## config.mk

```make
export PLATFORM = sky130hd
export DESIGN_NAME = register_write_coalescer_top
export DESIGN_NICKNAME = d
export VERILOG_FILES = /design/src/rtl/rwc_pkg.sv /design/src/rtl/register_write_coalescer_top.sv /design/src/rtl/rwc_ctrl.sv /design/src/rtl/rwc_datapath.sv
export SDC_FILE = /design/constraint.sdc
export NUM_CORES = 1
export LEC_CHECK = 0
export ABC_AREA = 1
export ABC_CLOCK_PERIOD_IN_PS = 3000
export BUFFER_PORTS_ARGS = -buffer_cell sky130_fd_sc_hd__buf_4
export CAP_MARGIN = 5
export CORE_MARGIN = 2
export CORE_UTILIZATION = 60
export CTS_BUF_LIST = sky130_fd_sc_hd__clkbuf_8
export DETAILED_ROUTE_END_ITERATION = 7
export GPL_ROUTABILITY_DRIVEN = 0
export PLACE_DENSITY = 0.89
export SYNTH_ARGS = -nofsm -noshare
export SYNTH_HDL_FRONTEND = slang
export SYNTH_HIERARCHICAL = 1
export SYNTH_SLANG_ARGS = --single-unit
```

## constraint.sdc

```tcl
create_clock -name clk -period 3 [get_ports clk]
set_clock_uncertainty 0.2 [all_clocks]
set_input_delay 0.15 -clock clk [delete_from_list [all_inputs] [get_ports clk]]
set_output_delay 0.15 -clock clk [all_outputs]
set_load 0.01 [all_outputs]
```

## src/rtl/rwc_pkg.sv

```systemverilog
// Package for the register write coalescer.
// Holds item types, command codes, state encoding and controller/datapath links.
// No dependencies.
package rwc_pkg;

  localparam int BUFFER_DEPTH_DEF = 16;

  localparam logic KIND_DATA  = 1'b0;
  localparam logic KIND_DELAY = 1'b1;

  typedef enum logic [1:0] {
    CMD_PUSH    = 2'd0,
    CMD_WAIT    = 2'd1,
    CMD_FLUSH   = 2'd2,
    CMD_DISCARD = 2'd3
  } cmd_t;

  typedef struct packed {
    cmd_t        cmd;
    logic [15:0] reg_addr;
    logic [7:0]  value;
  } in_item_t;

  typedef struct packed {
    logic        kind;
    logic [15:0] burst_base;
    logic [7:0]  payload;
    logic        last;
  } out_item_t;

  typedef enum logic [2:0] {
    S_IDLE,
    S_DECODE,
    S_DRAIN_PUSH,
    S_DRAIN_WAIT,
    S_DRAIN_END,
    S_STORE,
    S_DELAY,
    S_DELAY_OUT
  } state_t;

  typedef struct packed {
    logic latch_in;
    logic start_drain;
    logic drain_more;
    logic store;
    logic close;
    logic load_delay;
  } ctl_cmd_t;

  typedef struct packed {
    cmd_t pend_cmd;
    logic burst_open;
    logic contiguous;
    logic full_after_store;
    logic drain_done;
    logic delay_done;
  } dp_status_t;

endpackage

```

## src/rtl/register_write_coalescer_top.sv

```systemverilog
// Top level of the register write coalescer.
// Instantiates rwc_ctrl and rwc_datapath; depends on rwc_pkg.
//
// Usage: single-byte register writes enter on the in_ channel (in_valid,
// in_stall, in_item). A push to the address right after the open burst is
// appended; any other push first sends the open burst out. A burst is also
// sent once it holds BUFFER_DEPTH bytes. Wait sends the burst and then one
// delay item, flush sends the burst only, and discard drops it unsent.
// Results leave on the out_ channel (out_valid, out_stall, out_item), one
// item per stored byte, oldest first, with last set on the final item that
// an input causes.
// Timing: one input item is handled at a time, taken only while the
// controller idles. The first result is registered from the decode state,
// or from the store state when a push fills the buffer, or from the delay
// state when a wait finds it empty. A burst streams at one byte per cycle
// from the byte store's registered read port while out_stall stays low.
// Reset (rst_n low, synchronous) closes the open burst and clears the output
// register; the byte store holds no reset. When the receiver raises out_stall
// the current item holds and the input side stalls until the drain finishes.
module register_write_coalescer_top #(
  parameter int BUFFER_DEPTH = rwc_pkg::BUFFER_DEPTH_DEF
) (
  input  logic               clk,
  input  logic               rst_n,
  input  logic               in_valid,
  output logic               in_stall,
  input  rwc_pkg::in_item_t  in_item,
  output logic               out_valid,
  input  logic               out_stall,
  output rwc_pkg::out_item_t out_item
);
  import rwc_pkg::*;

  ctl_cmd_t   ctl;
  dp_status_t status;

  // Controller: decides what happens to each accepted item.
  rwc_ctrl u_ctrl (
    .clk      (clk),
    .rst_n    (rst_n),
    .in_valid (in_valid),
    .in_stall (in_stall),
    .status   (status),
    .ctl      (ctl)
  );

  // Datapath: burst bookkeeping, byte store and the output register.
  rwc_datapath #(
    .BUFFER_DEPTH (BUFFER_DEPTH)
  ) u_datapath (
    .clk       (clk),
    .rst_n     (rst_n),
    .in_item   (in_item),
    .ctl       (ctl),
    .status    (status),
    .out_valid (out_valid),
    .out_stall (out_stall),
    .out_item  (out_item)
  );

endmodule

```

## src/rtl/rwc_ctrl.sv

```systemverilog
// Controller of the register write coalescer: sequences decode, drain, store and delay.
// Depends on rwc_pkg.
module rwc_ctrl (
  input  logic                clk,
  input  logic                rst_n,
  input  logic                in_valid,
  output logic                in_stall,
  input  rwc_pkg::dp_status_t status,
  output rwc_pkg::ctl_cmd_t   ctl
);
  import rwc_pkg::*;

  state_t state_r;
  state_t state_nxt;

  always_ff @(posedge clk) begin
    if (!rst_n) begin
      state_r <= S_IDLE;
    end else begin
      state_r <= state_nxt;
    end
  end

  always_comb begin
    state_nxt = state_r;
    unique case (state_r)
      S_IDLE: begin
        if (in_valid) state_nxt = S_DECODE;
      end
      S_DECODE: begin
        unique case (status.pend_cmd)
          CMD_PUSH: begin
            if (status.burst_open && !status.contiguous) state_nxt = S_DRAIN_PUSH;
            else state_nxt = S_STORE;
          end
          CMD_WAIT: begin
            if (status.burst_open) state_nxt = S_DRAIN_WAIT;
            else state_nxt = S_DELAY;
          end
          CMD_FLUSH: begin
            if (status.burst_open) state_nxt = S_DRAIN_END;
            else state_nxt = S_IDLE;
          end
          CMD_DISCARD: begin
            state_nxt = S_IDLE;
          end
        endcase
      end
      S_DRAIN_PUSH: begin
        if (status.drain_done) state_nxt = S_STORE;
      end
      S_DRAIN_WAIT: begin
        if (status.drain_done) state_nxt = S_DELAY;
      end
      S_DRAIN_END: begin
        if (status.drain_done) state_nxt = S_IDLE;
      end
      S_STORE: begin
        if (status.full_after_store) state_nxt = S_DRAIN_END;
        else state_nxt = S_IDLE;
      end
      S_DELAY: begin
        state_nxt = S_DELAY_OUT;
      end
      S_DELAY_OUT: begin
        if (status.delay_done) state_nxt = S_IDLE;
      end
    endcase
  end

  always_comb begin
    ctl      = '0;
    in_stall = 1'b1;
    unique case (state_r)
      S_IDLE: begin
        in_stall     = 1'b0;
        ctl.latch_in = in_valid;
      end
      S_DECODE: begin
        unique case (status.pend_cmd)
          CMD_PUSH: begin
            ctl.start_drain = status.burst_open && !status.contiguous;
          end
          CMD_WAIT: begin
            ctl.start_drain = status.burst_open;
            ctl.drain_more  = 1'b1;
          end
          CMD_FLUSH: begin
            ctl.start_drain = status.burst_open;
          end
          CMD_DISCARD: begin
            ctl.close = 1'b1;
          end
        endcase
      end
      S_STORE: begin
        ctl.store       = 1'b1;
        ctl.start_drain = status.full_after_store;
      end
      S_DELAY: begin
        ctl.load_delay = 1'b1;
      end
      S_DRAIN_PUSH, S_DRAIN_WAIT, S_DRAIN_END, S_DELAY_OUT: begin
        ctl = '0;
      end
    endcase
  end

endmodule

```

## src/rtl/rwc_datapath.sv

```systemverilog
// Datapath of the register write coalescer: burst state, byte store and output register.
// Depends on rwc_pkg.
module rwc_datapath #(
  parameter int BUFFER_DEPTH = rwc_pkg::BUFFER_DEPTH_DEF
) (
  input  logic                clk,
  input  logic                rst_n,
  input  rwc_pkg::in_item_t   in_item,
  input  rwc_pkg::ctl_cmd_t   ctl,
  output rwc_pkg::dp_status_t status,
  output logic                out_valid,
  input  logic                out_stall,
  output rwc_pkg::out_item_t  out_item
);
  import rwc_pkg::*;

  localparam int AW = (BUFFER_DEPTH > 1) ? $clog2(BUFFER_DEPTH) : 1;
  localparam int FW = $clog2(BUFFER_DEPTH + 1);

  // Latched input item.
  cmd_t        pend_cmd_r;
  logic [15:0] pend_addr_r;
  logic [7:0]  pend_val_r;

  logic          open_r, open_nxt;
  logic [15:0]   base_r, base_nxt;
  logic [FW-1:0] fill_r, fill_nxt;
  logic [AW-1:0] rd_ptr_r, rd_ptr_nxt;
  logic          out_valid_r, out_valid_nxt;
  logic          kind_r, kind_nxt;
  logic          drain_more_r, drain_more_nxt;
  logic [7:0]    rd_data_r;

  logic [7:0]    mem [BUFFER_DEPTH];

  logic [FW-1:0] eff_fill;
  logic [AW-1:0] wr_idx;
  logic          out_fire;
  logic          at_last;
  logic          drain_done;

  assign eff_fill   = open_r ? fill_r : '0;
  assign wr_idx     = eff_fill[AW-1:0];
  assign out_fire   = out_valid_r && !out_stall;
  assign at_last    = (FW'(rd_ptr_r) + FW'(1)) == fill_r;
  assign drain_done = out_fire && (kind_r == KIND_DATA) && at_last;

  always_comb begin
    status.pend_cmd         = pend_cmd_r;
    status.burst_open       = open_r;
    // Continuation is tested on the full 17-bit sum, so no wrap at the top.
    status.contiguous       = ({1'b0, base_r} + 17'(fill_r)) == {1'b0, pend_addr_r};
    status.full_after_store = (eff_fill + FW'(1)) == FW'(BUFFER_DEPTH);
    status.drain_done       = drain_done;
    status.delay_done       = out_fire && (kind_r == KIND_DELAY);
  end

  always_ff @(posedge clk) begin
    if (ctl.latch_in) begin
      pend_cmd_r  <= in_item.cmd;
      pend_addr_r <= in_item.reg_addr;
      pend_val_r  <= in_item.value;
    end
  end

  always_comb begin
    open_nxt       = open_r;
    base_nxt       = base_r;
    fill_nxt       = fill_r;
    rd_ptr_nxt     = rd_ptr_r;
    out_valid_nxt  = out_valid_r;
    kind_nxt       = kind_r;
    drain_more_nxt = drain_more_r;

    if (ctl.store) begin
      open_nxt = 1'b1;
      fill_nxt = eff_fill + FW'(1);
      if (!open_r) base_nxt = pend_addr_r;
    end
    if (ctl.close) begin
      open_nxt = 1'b0;
      fill_nxt = '0;
    end
    if (out_fire) begin
      if (kind_r == KIND_DELAY) begin
        out_valid_nxt = 1'b0;
      end else if (at_last) begin
        out_valid_nxt = 1'b0;
        open_nxt      = 1'b0;
        fill_nxt      = '0;
      end else begin
        rd_ptr_nxt = rd_ptr_r + AW'(1);
      end
    end
    if (ctl.start_drain) begin
      rd_ptr_nxt     = '0;
      out_valid_nxt  = 1'b1;
      kind_nxt       = KIND_DATA;
      drain_more_nxt = ctl.drain_more;
    end
    if (ctl.load_delay) begin
      out_valid_nxt = 1'b1;
      kind_nxt      = KIND_DELAY;
    end
  end

  always_ff @(posedge clk) begin
    if (!rst_n) begin
      open_r       <= 1'b0;
      base_r       <= '0;
      fill_r       <= '0;
      rd_ptr_r     <= '0;
      out_valid_r  <= 1'b0;
      kind_r       <= KIND_DATA;
      drain_more_r <= 1'b0;
    end else begin
      open_r       <= open_nxt;
      base_r       <= base_nxt;
      fill_r       <= fill_nxt;
      rd_ptr_r     <= rd_ptr_nxt;
      out_valid_r  <= out_valid_nxt;
      kind_r       <= kind_nxt;
      drain_more_r <= drain_more_nxt;
    end
  end

  // Byte store. The read data always tracks the entry at rd_ptr_r; a write to
  // that same entry is forwarded so a one-byte burst drains correctly.
  always_ff @(posedge clk) begin
    if (ctl.store) mem[wr_idx] <= pend_val_r;
    if (ctl.store && (wr_idx == rd_ptr_nxt)) rd_data_r <= pend_val_r;
    else rd_data_r <= mem[rd_ptr_nxt];
  end

  assign out_valid           = out_valid_r;
  assign out_item.kind       = kind_r;
  assign out_item.burst_base = (kind_r == KIND_DELAY) ? 16'd0 : base_r;
  assign out_item.payload    = (kind_r == KIND_DELAY) ? pend_val_r : rd_data_r;
  assign out_item.last       = (kind_r == KIND_DELAY) || (at_last && !drain_more_r);

endmodule

```

Word level (Yosys, flattened, before mapping)

Memory sizes are Yosys's and may differ from the RTL's. A register that Yosys moved wholly into a read port is not among the register bits.
Cells that the tools add are included.

$add $sub $neg: 4
Equal/unequal tests: 18
Mux-type cells: 47
Bitwise operators: 2
Reductions and logical operators: 19

Operators with widths:

| operator                                                                | count |
|---|---|
| 5-bit two-way mux                                                       | 6 |
| 3-bit two-way mux                                                       | 9 |
| 3-bit one-hot mux with 8 select lines                                   | 1 |
| 1-bit two-way mux                                                       | 22 |
| 16-bit by 5-bit adder with 17-bit output                                | 1 |
| 17-bit by 16-bit == test with 1-bit output                              | 1 |
| 16-bit two-way mux                                                      | 1 |
| 4-bit two-way mux                                                       | 4 |
| 3-bit == test, second input constant                                    | 4 |
| 3-bit one-hot mux with 4 select lines                                   | 1 |
| 8-bit two-way mux                                                       | 1 |
| 3-bit by 2-bit == test with 1-bit output, second input constant         | 2 |
| 1-bit logical AND                                                       | 6 |
| 2-bit by 1-bit inequality test with 1-bit output, second input constant | 3 |
| 4-bit by 1-bit adder with 5-bit output, second input constant           | 1 |
| 5-bit by 1-bit adder with 5-bit output, second input constant           | 1 |
| 5-bit == test                                                           | 1 |
| 5-bit == test, second input constant                                    | 1 |
| 5-bit AND reduction                                                     | 1 |
| 4-bit by 1-bit adder with 4-bit output, second input constant           | 1 |
| 2-bit == test, second input constant                                    | 2 |
| 2-bit inequality test, second input constant                            | 2 |
| 1-bit one-hot mux with 2 select lines                                   | 2 |
| 2-bit AND reduction                                                     | 2 |
| other kinds (11)                                                        | 14 |

Bits in registers: 58
Memory bits (writable): 128
Word-level logic and storage cells: 102
Memories kept: 1

Memory list:

| name           | words | width | rd ports | clocked after memory_dff | write ports | line               | text |
|---|---|---|---|---|---|---|---|
| u_datapath.mem | 16    | 8     | 1        | 1                        | 1           | rwc_datapath.sv:34 | `logic [7:0] mem [BUFFER_DEPTH];` |

Logic depth before layout (Yosys ltp)

Word-level depth: 8
Gate-level depth with buffers: 20
Depth with buffers taken out: 20

Hierarchy

The synthesis kept the hierarchy.

Modules (own cells, without submodules):

| module       | instances | cells an instance | area an instance (um^2) | seq. area each (um^2) |
|---|---|---|---|---|
| rwc_datapath | 1         | 796               | 8384.3                  | 5285.1 |
| rwc_ctrl     | 1         | 76                | 440.4                   | 60.1 |

Worst setup path after synthesis

No wires, ideal clock.

Kind: reg2reg
Start: register u_datapath.fill_r[0]
End: register u_datapath.rd_ptr_r[3]
Setup time: 0.073 ns
Arrival: 2.385 ns
Required time: 2.727 ns
Slack: 0.342 ns
Stages on the path, launching flop included: 20
Path buffers: 0
Path through: dfxtp_1 ha_1 fa_1 inv_1 nand2_1 nand2_1 nor2_1 nand3_1 nor2_1 nand3_1 nor2_1 nand3_1 nor2_1 inv_1 a21oi_1 nor2_1 a31o_2 inv_1 nand2_1 nor3_2

RTL lines:

| element                | line                | text |
|---|---|---|
| start, declared        | rwc_datapath.sv:27  | `logic [FW-1:0] fill_r, fill_nxt;` |
| start signal, assigned | rwc_datapath.sv:119 | `fill_r <= fill_nxt;` |
| end signal, assigned   | rwc_datapath.sv:120 | `rd_ptr_r <= rd_ptr_nxt;` |
| end, declared          | rwc_datapath.sv:28  | `logic [AW-1:0] rd_ptr_r, rd_ptr_nxt;` |

==> flow_metrics.tcl <==
set metrics [dict create \
    insertedDiodeCount 0 \
    fillCellCount 973 \
    worstSetupPathType "reg2reg" \
    cap_violations 0 \
    drt_iter0_markers 611 \
    drt_pre_antenna_iters 5 \
    internal-power_mw 4.22 \
    r2r-start "u_datapath/fill_r[0]$_SDFF_PN0_" \
    drc_errors 0 \
    areaGrowthSynthToFinish_pct 15.3 \
    tritoncts "yes" \
    dieArea_um2 15700 \
    coreArea_um2 14400 \
    final-hold-violation-count 0 \
    synth_top_flop_cell "edfxtp_1" \
    synth_common_cells "154 x edfxtp_1, 142 x nand2_1, 119 x nor2_1" \
    peakVddDrop_v 0.000439 \
    vias 6613 \
    dp_slack_ns 0.0426 \
    relSlewSlack 0.475 \
    hp-class "in2reg" \
    seq_area_frac_synth 0.606 \
    synth_edf_count 154 \
    setup_violations 0 \
    grt_max_degree 65 \
    grt_usage 0.249 \
    yosys_warnings 6 \
    grt_pass1_vias 6308 \
    final_core_util 0.705 \
    synth.avg_cell_area_um2 10.1 \
    maxClockFrequency_ghz 0.356 \
    path_max_fanout 6 \
    syn_inst 872 \
    fin_crit_sh 0.936 \
    seq_power_share 0.559 \
    cts_buffer_depth 2 \
    crit_path_end_kind "register" \
    synthTopCellsByArea "edfxtp_1 52%, dfxtp_1 8.2%, nand2_1 6.0%" \
    worst_ep_arrival_time_ns 3.01 \
    busiest_layer "met2" \
    drive_above_1_share 0.141 \
    grt_pass1_wl_mm 30.7 \
    pwr-share-clk 0.267 \
    setup_tns_ns 0 \
    yosysMostFrequentCell "edfxtp_1" \
    ys_seq_elements 190 \
    period_needed_ns 2.81 \
    synth.distinct_cells 37 \
    die_y_um 125 \
    synthDominantCellAreaShare 0.524 \
    worstHoldStart "in_item[22]" \
    path_clk_slew_ns 0.09 \
    synth_top_cell_by_area "edfxtp_1" \
    routed_wl_mm 19.3 \
    startpoint "u_datapath/fill_r[0]$_SDFF_PN0_" \
    detail_route.wl_per_cell_um 16.6 \
    clkLatencyLatePin_ns 0.46 \
    syn-cell-area_um2 8820 \
    ctsRootBufferMaster "clkbuf_8" \
    p_leak_nw 3.96 \
    fin_nets 1010 \
    dpl.hpwl_mm 12.5 \
    crit_path_start_kind "register" \
    die_x_um 125 \
    setup_slack_ns 0.191 \
    detail-route-antenna-nets 0 \
    status "finished, final reports clean" \
    htreeDepth 4 \
    grtUsageMet2 0.418 \
    via_per_inst 5.71 \
    worstPathRequired_ns 3.20 \
    switchingPower_mw 1.62 \
    initial_core_util 0.612 \
    slew_violations 0 \
    gr-total-overflow 0 \
    total_power_mw 5.84 \
    power.density_nw_per_um2 574 \
    portBuffers 57 \
    worstMarginPinSlew_ns 0.784 \
    syn-num-nets 919 \
    cts-buffers-inserted 17 \
    cts_sinks 190 \
    switching_share 0.278 \
    grt_util_met1 0.312 \
    grt.met3_usage 0.0569 \
    ios 58 \
    antenna_found_initial 0 \
    core.rowCount 44 \
    comb_power_share 0.174 \
    synth-async-reset-ratio 0 \
]
-- logic make-up (layout without fill, tap and decap cells) --
group                      after synthesis  count (layout)  share of synthesized area
DFF                                    190             190                      0.606
xor gates and xnor gates                21              21                     0.0208
and+or+nand+nor                        348             348                      0.168
adders and majority gates               17              17                     0.0250
buffers and inverters                  121             223                     0.0549
AOI/OAI and AO/OA                      175             175                      0.126
-- routing by layer --
layer | up-vias | wire, um
met2 | 309 | 9470
li1 | 3168 | -
met5 | - | 0
met1 | 3076 | 7740
met4 | 0 | 647
met3 | 60 | 1400
-- layout make-up --
cell class	instances	area (um^2)	share of cell area
multi-input cells	561	3020	0.296
inverters	85	322	0.0316
clock buffers	17	234	0.0230
well taps	184	230	0.0226
flip-flops and latches	190	5350	0.526
repair buffers	108	896	0.0880
clock inverters	13	128	0.0125
-- worst paths after layout --
check,to,slack (ns),cells past startpoint
setup reg to reg,u_datapath/rd_ptr_r[0]$_SDFF_PN0_,0.19,19
hold / removal,u_datapath/pend_addr_r[14]$_DFFE_PP_,0.20,2
hold reg to reg,u_datapath/base_r[4]$_SDFFE_PN0P_,0.29,2
setup / recovery,u_datapath/rd_ptr_r[0]$_SDFF_PN0_,0.19,19
-- power groups by stage --
stage / Sequential, mW / Clock, mW / Combinational [mW]
global route: 3.28 / 1.68 / 1.13
detailed placement: 3.32 / 0 / 0.960
CTS: 3.26 / 1.58 / 0.994
floorplan: 3.31 / 0 / 0.595
finish: 3.26 / 1.56 / 1.01
global placement: 3.31 / 0 / 0.933
-- cell usage in the layout, fill, tap and decap left out, drive strengths merged, types with 2 or more instances in the layout --
master and n:
dfxtp 36, bufinv 2, clkbuf 17, nand3b 2, buf 79, a31oi 8
nor3 4, o21bai 25, nand3 61, nand4 6, dlygate4sd3 29, clkinv 7
ha 16, clkinvlp 3, inv 86, edfxtp 154, xnor2 11, o21ai 49
xor2 10, a21oi 38, o21a 16, o211ai 19, nand2 151, o221ai 8
nor2 123, a211oi 3, a21o 8
-- through the flow --
stage / instance area, um^2 / std cells / hold WS [ns]
floorplan: 8820 / 872 / 0.0489
global placement: 9490 / 1098 / 0.128
detailed placement: 9490 / 1098 / 0.129
CTS: 10100 / 1157 / 0.178
global route: 10200 / 1158 / 0.184
finish: 10200 / 1158 / 0.199
-- flip-flops by register name, summed over array words and instances (netlist names), named ones only --
register                 count
u_datapath/mem             128
u_datapath/base_r           16
u_datapath/pend_addr_r      16
u_datapath/pend_val_r        8
u_datapath/fill_r            5
u_datapath/rd_ptr_r          4
u_ctrl/state_r               3
u_datapath/pend_cmd_r        2
u_datapath/drain_more_r      1
u_datapath/kind_r            1
u_datapath/open_r            1
u_datapath/out_valid         1
-- what timing repair did --
action / 4_1_cts / 5_1_grt
hold buffers: 29 / 0
gates resized for setup: 0 / 8
endpoints found under the hold margin: 59 / 0
endpoints found under the setup margin: 0 / 12
setup buffers: 0 / 1
-- critical path, cell delays in order, from the launching register on --
cell	delay [ns]
dfxtp_4	0.37
ha_4	0.18
fa_2	0.53
inv_1	0.04
nand2_1	0.05
nand2_1	0.05
nor2_1	0.09
nand3_1	0.07
nor2_1	0.08
nand3_1	0.07
nor2_1	0.08
nand3_1	0.08
nor2_1	0.11
inv_1	0.06
a21oi_1	0.12
nor2_1	0.06
a31o_2	0.23
inv_4	0.08
nand3_1	0.10
nor2_1	0.12
Note: power is estimated with default switching activity, not from simulation.
